==> config.mk <==
export PLATFORM = sky130hd
export DESIGN_NAME = stable_sorted_priority_queue
export DESIGN_NICKNAME = d
export VERILOG_FILES = /design/src/rtl/sspq_pkg.sv /design/src/rtl/stable_sorted_priority_queue.sv /design/src/rtl/sspq_front.sv /design/src/rtl/sspq_queue.sv /design/src/rtl/sspq_back.sv
export SDC_FILE = /design/constraint.sdc
export NUM_CORES = 2
export LEC_CHECK = 0
export BUFFER_PORTS_ARGS = -buffer_cell sky130_fd_sc_hd__buf_2
export CORE_UTILIZATION = 55
export CTS_BUF_LIST = sky130_fd_sc_hd__clkbuf_16
export DETAILED_ROUTE_END_ITERATION = 8
export PLACE_DENSITY = 0.83
export SLEW_MARGIN = 25
export SYNTH_ARGS = -nofsm -noshare
export SYNTH_HDL_FRONTEND = slang
export SYNTH_SLANG_ARGS = --single-unit
==> constraint.sdc <==
create_clock -name i_clk -period 6.43 [get_ports i_clk]
set_input_delay 0 -clock i_clk [delete_from_list [all_inputs] [get_ports i_clk]]
set_output_delay 0 -clock i_clk [all_outputs]
set_load 0.01 [all_outputs]
==> src/rtl/sspq_pkg.sv <==
// Shared types and constants for the stable sorted priority queue.
// No dependencies; every other file of the block imports this package.
`default_nettype none
package sspq_pkg;

    // Storage geometry
    localparam int CAPACITY   = 16;
    localparam int DATA_WIDTH = 32;
    localparam int CNT_W      = $clog2(CAPACITY + 1);

    // Depth of the queue between front and back
    localparam int QDEPTH  = 2;
    localparam int QPTR_W  = $clog2(QDEPTH);
    localparam int QCNT_W  = $clog2(QDEPTH + 1);

    // Request codes on the input channel
    localparam logic [1:0] REQ_ENQ = 2'd0;
    localparam logic [1:0] REQ_DEQ = 2'd1;
    localparam logic [1:0] REQ_CLR = 2'd2;

    // Classified operation
    typedef enum logic [1:0] {
        OP_ENQ,
        OP_DEQ,
        OP_CLR,
        OP_NOP
    } t_op;

    // Result status codes
    typedef enum logic [1:0] {
        ST_OK    = 2'd0,
        ST_FULL  = 2'd1,
        ST_EMPTY = 2'd2
    } t_status;

    // One classified request as it travels from front to back
    typedef struct packed {
        t_op                   op;
        logic [DATA_WIDTH-1:0] value;
        logic [7:0]            prio;
    } t_req;

endpackage
`default_nettype wire

==> src/rtl/stable_sorted_priority_queue.sv <==
// Top level of the stable sorted priority queue.
// Depends on sspq_pkg, sspq_front, sspq_queue and sspq_back.
//
// Usage:
//   Input channel i_valid / o_stall carries one request item: enqueue a
//   word with a priority, dequeue the head, or clear. Lower priority
//   numbers leave first; equal priorities leave in arrival order.
//   Output channel o_valid / i_stall carries exactly one result item per
//   request: status, removed word, head word and priority, count, flags.
//   An accepted request is first written into the request queue; the cell
//   chain then works on it from the queue head and the result register
//   loads its result, unless a receiver stall holds it in the queue.
//   Throughput: one item per cycle unless the receiver stalls; every cell
//   compares with the new priority in the same cycle, shifting in one step.
//   Reset clears the entry count, the request queue and the result valid.
//   While the receiver stalls, the result register holds and the two-entry
//   request queue keeps taking items until full, then o_stall rises.
`default_nettype none
module stable_sorted_priority_queue import sspq_pkg::*; (
    input  wire logic        i_clk,
    input  wire logic        i_rst_n,
    input  wire logic        i_valid,
    output logic             o_stall,
    input  wire logic [1:0]  i_req_type,
    input  wire logic [31:0] i_item_value,
    input  wire logic [7:0]  i_item_priority,
    output logic             o_valid,
    input  wire logic        i_stall,
    output logic [1:0]       o_status,
    output logic [31:0]      o_removed_value,
    output logic [31:0]      o_head_value,
    output logic [7:0]       o_head_priority,
    output logic [4:0]       o_entry_count,
    output logic             o_is_empty,
    output logic             o_is_full
);

    logic    push;
    t_req    front_req;
    logic    q_full;
    logic    q_valid;
    t_req    q_req;
    logic    q_pop;
    t_status status;

    sspq_front u_front (
        .i_valid         (i_valid),
        .i_req_type      (i_req_type),
        .i_item_value    (i_item_value),
        .i_item_priority (i_item_priority),
        .i_full          (q_full),
        .o_stall         (o_stall),
        .o_push          (push),
        .o_req           (front_req)
    );

    sspq_queue u_queue (
        .i_clk   (i_clk),
        .i_rst_n (i_rst_n),
        .i_push  (push),
        .i_req   (front_req),
        .i_pop   (q_pop),
        .o_valid (q_valid),
        .o_req   (q_req),
        .o_full  (q_full)
    );

    sspq_back u_back (
        .i_clk           (i_clk),
        .i_rst_n         (i_rst_n),
        .i_valid         (q_valid),
        .i_req           (q_req),
        .o_pop           (q_pop),
        .i_stall         (i_stall),
        .o_valid         (o_valid),
        .o_status        (status),
        .o_removed_value (o_removed_value),
        .o_head_value    (o_head_value),
        .o_head_priority (o_head_priority),
        .o_entry_count   (o_entry_count),
        .o_is_empty      (o_is_empty),
        .o_is_full       (o_is_full)
    );

    assign o_status = status;

    // Count never exceeds capacity and the flags agree with it
    a_count_flags: assert property (@(posedge i_clk) disable iff (!i_rst_n)
        o_valid |-> (o_entry_count <= 5'(CAPACITY))
                    && (o_is_empty == (o_entry_count == 5'd0)))
        else $error("entry count and flags disagree");

    // A dropped enqueue only happens on a full queue
    a_full_drop: assert property (@(posedge i_clk) disable iff (!i_rst_n)
        (o_valid && status == ST_FULL) |-> o_is_full)
        else $error("enqueue dropped while not full");

    // An empty queue reports a zero head
    a_empty_head: assert property (@(posedge i_clk) disable iff (!i_rst_n)
        (o_valid && o_is_empty) |-> (o_head_value == 32'd0 && o_head_priority == 8'd0))
        else $error("empty queue shows a head entry");

    // A stalled result keeps its count until taken
    a_hold_count: assert property (@(posedge i_clk) disable iff (!i_rst_n)
        (o_valid && i_stall) |=> (o_valid && $stable(o_entry_count) && $stable(status)))
        else $error("stalled result changed");

endmodule
`default_nettype wire

==> src/rtl/sspq_front.sv <==
// Front end: decodes the request code into an operation and packs the item.
// Depends on sspq_pkg.
`default_nettype none
module sspq_front import sspq_pkg::*; (
    input  wire logic        i_valid,
    input  wire logic [1:0]  i_req_type,
    input  wire logic [31:0] i_item_value,
    input  wire logic [7:0]  i_item_priority,
    input  wire logic        i_full,
    output logic             o_stall,
    output logic             o_push,
    output t_req             o_req
);

    // Classify the request; the unused code becomes a no-op
    always_comb begin
        o_req.value = DATA_WIDTH'(i_item_value);
        o_req.prio  = i_item_priority;
        unique case (i_req_type)
            REQ_ENQ: o_req.op = OP_ENQ;
            REQ_DEQ: o_req.op = OP_DEQ;
            REQ_CLR: o_req.op = OP_CLR;
            default: o_req.op = OP_NOP;
        endcase
    end

    // Hold the sender off while the queue is full
    assign o_stall = i_full;
    assign o_push  = i_valid && !i_full;

endmodule
`default_nettype wire

==> src/rtl/sspq_queue.sv <==
// Short request queue that decouples the front end from the sorted store.
// Depends on sspq_pkg.
`default_nettype none
module sspq_queue import sspq_pkg::*; (
    input  wire logic i_clk,
    input  wire logic i_rst_n,
    input  wire logic i_push,
    input  wire t_req i_req,
    input  wire logic i_pop,
    output logic      o_valid,
    output t_req      o_req,
    output logic      o_full
);

    t_req              r_mem [QDEPTH];
    logic [QPTR_W-1:0] r_wr_ptr, n_wr_ptr;
    logic [QPTR_W-1:0] r_rd_ptr, n_rd_ptr;
    logic [QCNT_W-1:0] r_cnt, n_cnt;
    logic              do_pop;

    assign o_valid = (r_cnt != '0);
    assign o_full  = (r_cnt == QCNT_W'(QDEPTH));
    assign o_req   = r_mem[r_rd_ptr];
    assign do_pop  = i_pop && o_valid;

    // Advance pointers with wrap and track occupancy
    always_comb begin
        n_wr_ptr = r_wr_ptr;
        n_rd_ptr = r_rd_ptr;
        n_cnt    = r_cnt;
        if (i_push) begin
            n_wr_ptr = (r_wr_ptr == QPTR_W'(QDEPTH - 1)) ? '0 : r_wr_ptr + 1'b1;
        end
        if (do_pop) begin
            n_rd_ptr = (r_rd_ptr == QPTR_W'(QDEPTH - 1)) ? '0 : r_rd_ptr + 1'b1;
        end
        if (i_push && !do_pop) begin
            n_cnt = r_cnt + 1'b1;
        end else if (do_pop && !i_push) begin
            n_cnt = r_cnt - 1'b1;
        end
    end

    always_ff @(posedge i_clk) begin
        if (!i_rst_n) begin
            r_wr_ptr <= '0;
            r_rd_ptr <= '0;
            r_cnt    <= '0;
        end else begin
            r_wr_ptr <= n_wr_ptr;
            r_rd_ptr <= n_rd_ptr;
            r_cnt    <= n_cnt;
        end
    end

    // Store the pushed item
    always_ff @(posedge i_clk) begin
        if (i_push) begin
            r_mem[r_wr_ptr] <= i_req;
        end
    end

endmodule
`default_nettype wire

==> src/rtl/sspq_back.sv <==
// Back end: sorted cell chain that inserts, removes and clears entries,
// plus the result register. Depends on sspq_pkg.
`default_nettype none
module sspq_back import sspq_pkg::*; (
    input  wire logic        i_clk,
    input  wire logic        i_rst_n,
    input  wire logic        i_valid,
    input  wire t_req        i_req,
    output logic             o_pop,
    input  wire logic        i_stall,
    output logic             o_valid,
    output t_status          o_status,
    output logic [31:0]      o_removed_value,
    output logic [31:0]      o_head_value,
    output logic [7:0]       o_head_priority,
    output logic [4:0]       o_entry_count,
    output logic             o_is_empty,
    output logic             o_is_full
);

    logic [DATA_WIDTH-1:0] r_val [CAPACITY];
    logic [DATA_WIDTH-1:0] n_val [CAPACITY];
    logic [7:0]            r_pri [CAPACITY];
    logic [7:0]            n_pri [CAPACITY];
    logic [CNT_W-1:0]      r_count, n_count;
    logic [CAPACITY-1:0]   le;
    logic [CAPACITY-1:0]   prev_le;
    t_status               res_status;
    logic [DATA_WIDTH-1:0] res_removed;
    logic                  execute;

    // Take the next request when the result register is free or draining
    assign execute = i_valid && (!o_valid || !i_stall);
    assign o_pop   = execute;

    // Per-cell compare: held and not after the new item in service order
    always_comb begin
        for (int k = 0; k < CAPACITY; k++) begin
            le[k] = (CNT_W'(k) < r_count) && (r_pri[k] <= i_req.prio);
        end
        prev_le[0] = 1'b1;
        for (int k = 1; k < CAPACITY; k++) begin
            prev_le[k] = le[k-1];
        end
    end

    // Next state of the cell chain
    always_comb begin
        n_val       = r_val;
        n_pri       = r_pri;
        n_count     = r_count;
        res_status  = ST_OK;
        res_removed = '0;
        unique case (i_req.op)
            OP_ENQ: begin
                if (r_count == CNT_W'(CAPACITY)) begin
                    res_status = ST_FULL;
                end else begin
                    // head cell takes the new item unless it stays in place
                    if (!le[0]) begin
                        n_val[0] = i_req.value;
                        n_pri[0] = i_req.prio;
                    end
                    for (int k = 1; k < CAPACITY; k++) begin
                        if (!le[k]) begin
                            if (prev_le[k]) begin
                                n_val[k] = i_req.value;
                                n_pri[k] = i_req.prio;
                            end else begin
                                n_val[k] = r_val[k-1];
                                n_pri[k] = r_pri[k-1];
                            end
                        end
                    end
                    n_count = r_count + 1'b1;
                end
            end
            OP_DEQ: begin
                if (r_count == '0) begin
                    res_status = ST_EMPTY;
                end else begin
                    res_removed = r_val[0];
                    for (int k = 0; k < CAPACITY - 1; k++) begin
                        n_val[k] = r_val[k+1];
                        n_pri[k] = r_pri[k+1];
                    end
                    n_count = r_count - 1'b1;
                end
            end
            OP_CLR: begin
                n_count = '0;
            end
            OP_NOP: begin
            end
            default: begin
            end
        endcase
    end

    // Clear the count and result valid under reset; else load the count and set valid on execute, drop valid once taken
    always_ff @(posedge i_clk) begin
        if (!i_rst_n) begin
            r_count <= '0;
            o_valid <= 1'b0;
        end else begin
            if (execute) begin
                r_count <= n_count;
                o_valid <= 1'b1;
            end else if (!i_stall) begin
                o_valid <= 1'b0;
            end
        end
    end

    // Update cells and capture the result payload
    always_ff @(posedge i_clk) begin
        if (execute) begin
            r_val           <= n_val;
            r_pri           <= n_pri;
            o_status        <= res_status;
            o_removed_value <= 32'(res_removed);
            o_head_value    <= (n_count != '0) ? 32'(n_val[0]) : '0;
            o_head_priority <= (n_count != '0) ? n_pri[0] : '0;
            o_entry_count   <= 5'(n_count);
            o_is_empty      <= (n_count == '0);
            o_is_full       <= (n_count >= CNT_W'(CAPACITY));
        end
    end

endmodule
`default_nettype wire

==> impl_metrics.json <==
{
  "synth_common_cells": "862 x o21ai_0, 826 x nand2_1, 804 x edfxtp_1",
  "hold_end": "u_queue.r_mem[1][20]",
  "worst_setup_path_start_kind": "flop",
  "synth-async-reset-ratio_pct": 0,
  "syn_nets": 4718,
  "area_growth_pct": 11.1,
  "min_period_ns": 4.26,
  "placed_cells": 5407,
  "root_buffer": "clkbuf_16",
  "netlist.area_leader.share_pct": 54.3,
  "use_met3_pct": 4.59,
  "fillCellCount": 6071,
  "clk_path_buf_depth": 3,
  "slew_headroom_pct": 28.8,
  "hp-class": "input pin to flop",
  "r2r_cells": 10,
  "min_from": "i_item_value[12]",
  "synth_largest_area_cell": "edfxtp_1",
  "ys_seq_elements": 815,
  "maxCapViolCount": 0,
  "worstPathArrival_ns": 4.56,
  "worst_clock_skew_ns": 0.0239,
  "clk-insertion-delay-late_ns": 0.66,
  "drtIter0Drc": 5434,
  "synthCells": 4539,
  "crit-reg2reg-capture": "u_back.r_val[333]",
  "grt_use_met2_pct": 51.4,
  "synth_cell_types": 57,
  "drc": 0,
  "yosysMostFrequentCell": "o21ai_0",
  "path_clk_slew_ns": 0.06,
  "pin_count": 129,
  "finalSetupViolCount": 0,
  "htree_levels": 3,
  "reg2reg_slack_ns": 2.17,
  "start_util_pct": 56.0,
  "crit_fanout": 41,
  "cts_tree": "built",
  "synth_area_per_cell_sq_um": 9.80,
  "yosysWarnings": 0,
  "ant_nets": 0,
  "place_area_sq_mm": 0.0465,
  "tightestPinTransition_ns": 1.07,
  "core_area_sq_mm": 0.0795,
  "cpLargestDelayFamily": "buffers and inverters",
  "powerDensity_mw_per_mm2": 580,
  "n_antenna_cell": 0,
  "maxSlewViolCount": 0,
  "cp_common_cell": "buf_4",
  "clock-sinks": 815,
  "grt_pass1_wl_um": 205000,
  "p_leak_uw": 0.0166,
  "vias_per_cell": 6.88,
  "fin_ws_ns": 2.17,
  "routedWlPerCell_um": 23.5,
  "die_area_sq_mm": 0.0820,
  "pre_cts_ws_ns": 2.17,
  "cts_setup_buffers": 0,
  "ir_worst_vdd_uv": 599,
  "final_cell_count_no_fill": 5605,
  "drive_gt1_share_pct": 10.3,
  "fin_nets": 4669,
  "rows": 103,
  "cts_buffers": 85,
  "path_buf_inv": 3,
  "vias": 38600,
  "finalSetupTns_ns": 0,
  "fin_util_pct": 62.2,
  "gr-max-usage-layer": "met2",
  "cpPeakStageDelay_ns": 0.62,
  "port_buffers": 128,
  "synth_top_flop_cell": "edfxtp_1",
  "critPathKind": "flop to flop",
  "crit_chain": "mux2i_4 -> buf_4 -> ha_1 -> nand2_1 -> o21ai_0 -> mux2_2 -> o31ai_4 -> buf_4 -> a31oi_4 -> buf_4",
  "drt-total-wl_um": 132000,
  "ys_seq_area_share_pct": 54.8,
  "synthTopCellsByArea": "edfxtp_1 54%, o21ai_0 9.7%, nand2_1 7.0%",
  "required_ns": 6.72,
  "finalHoldViolCount": 0,
  "ff_latch_area_sq_mm": 0.0244,
  "slowest_stage": "mux2i_4",
  "worst_setup_path_end_kind": "flop",
  "ctsHoldBuffers": 45,
  "dpl.hpwl_um": 80600,
  "drt_first_pass_iters": 8,
  "holdPathStages": 2,
  "grt_usage_pct": 31.2,
  "grt_max_degree": 248,
  "multi_input_area_sq_mm": 0.0190,
  "grt-ovfl-total": 0,
  "rsz0062_at_grt": "no",
  "synth_area_sq_mm": 0.0445,
  "max_freq_mhz": 235,
  "gp_congestion": 0.892,
  "die_h_um": 286,
  "final_area_sq_mm": 0.0494,
  "fin_crit_sh_pct": 66.3,
  "cts_resized": 0,
  "grtUsageMet1_pct": 41.0,
  "first_global_vias": 36900,
  "fp.dieW_um": 286,
  "status": "finished clean",
  "antenna_found_initial": 0,
  "synth-edff-count": 804
}
## layout make-up
cell class	instances	share of cell area, %
flip-flops and latches	815	49.3
well taps	1050	2.66
clock inverters	65	0.643
clock buffers	87	4.40
multi-input cells	3267	38.5
inverters	28	0.218
repair buffers	293	4.30
## per-layer routing
layer | part of all wire, % | vias to the layer above
li1 | - | 16700
met1 | 37 | 18600
met2 | 49 | 2725
met3 | 9.4 | 532
met4 | 4.7 | 0
met5 | 0 | -
## cells in the final DEF, fill, tap and decap left out, types with 5 or more instances in the layout
| master | netlist | routed |
|---|---|---|
| o211ai_1 | 6 | 6 |
| mux2i_2 | 0 | 29 |
| buf_4 | 5 | 109 |
| a21o_1 | 8 | 6 |
| nand3_1 | 10 | 10 |
| nor2b_1 | 18 | 18 |
| buf_12 | 0 | 9 |
| clkbuf_16 | 0 | 87 |
| a21oi_4 | 0 | 5 |
| mux2i_1 | 125 | 86 |
| dfxtp_1 | 11 | 10 |
| o31ai_4 | 0 | 9 |
| dlygate4sd3_1 | 0 | 45 |
| clkinv_2 | 0 | 13 |
| buf_2 | 90 | 128 |
| clkinv_1 | 0 | 25 |
| a22oi_1 | 83 | 81 |
| mux2i_4 | 0 | 10 |
| a221o_1 | 160 | 160 |
| nor2_1 | 237 | 232 |
| o31a_1 | 9 | 7 |
| nor3_1 | 87 | 85 |
| a21boi_1 | 40 | 40 |
| o21ai_0 | 862 | 862 |
| inv_1 | 27 | 49 |
| nand2_1 | 826 | 821 |
| a21oi_1 | 448 | 443 |
| a211oi_1 | 6 | 5 |
| edfxtp_1 | 804 | 804 |
| o21a_1 | 24 | 24 |
| a31oi_4 | 0 | 11 |
| ha_1 | 133 | 133 |
| mux2_2 | 10 | 10 |
| and2_1 | 34 | 34 |
| o21ai_4 | 0 | 5 |
| nand4_1 | 29 | 29 |
| o22ai_1 | 41 | 41 |
## state kept, by name (all words and copies together), names as in the netlist, named ones only
register                cells
u_back.r_val              512
u_back.r_pri              128
u_queue.r_mem              84
u_back.o_head_value        32
u_back.o_removed_value     32
u_back.o_head_priority      8
u_back.o_entry_count        5
u_back.r_count              5
u_back.o_status             2
u_queue.r_cnt               2
u_back.o_is_empty           1
u_back.o_valid              1
u_queue.r_rd_ptr            1
u_queue.r_wr_ptr            1
## worst reg2reg max path: cells and delay by family (launching register included)
| kind | cells | cell delay [ns] |
|---|---|---|
| compound gates | 3 | 0.93 |
| mux | 2 | 0.92 |
| simple gates | 1 | 0.05 |
| buf+inv | 3 | 1.16 |
| flops | 1 | 0.60 |
| fa+ha+maj | 1 | 0.22 |
## worst max-delay path by stage
stage,start,depth (start not counted),to,slack [ns]
after global placement,u_back.r_count[1],9,u_back.r_val[418],2.25
after CTS,u_back.r_count[1],9,u_back.r_val[429],2.16
after floorplan,flop,12,u_back.r_pri[16],0.54
after global routing,flop,10,u_back.r_val[355],1.87
after detailed placement,u_back.r_count[1],9,u_back.r_val[423],2.17
final,flop,10,u_back.r_val[333],2.17
## cells by family (layout without fill, tap and decap cells)
family                   Yosys count  count (layout)  synth area share [%]
multiplexers                     135             135                  3.07
AO/OA/AOI/OAI                   1733            1733                  22.6
buffers and inverters            457             473                  4.15
adder cells (fa/ha/maj)          133             133                  3.74
flip-flops                       815             815                  54.8
XOR/XNOR                           5               5                0.0984
AND/OR/NAND/NOR                 1261            1261                  11.5
## power by group
part           leakage, uW  switching, uW  internal, uW
Sequential         0.00770           1350          8880
Clock              0.00132           2110          2480
Combinational      0.00763           9580          4300
## through the flow
stage | total power [uW] | hold WS (ns)
3_5_place_dp | 23600 | 0.192
6_report | 28700 | 0.0763
5_1_grt | 30100 | 0.0651
2_1_floorplan | 19000 | 0.0989
4_1_cts | 28200 | 0.0567
3_3_place_gp | 23100 | 0.190
Power figures use the tool's default switching activity.
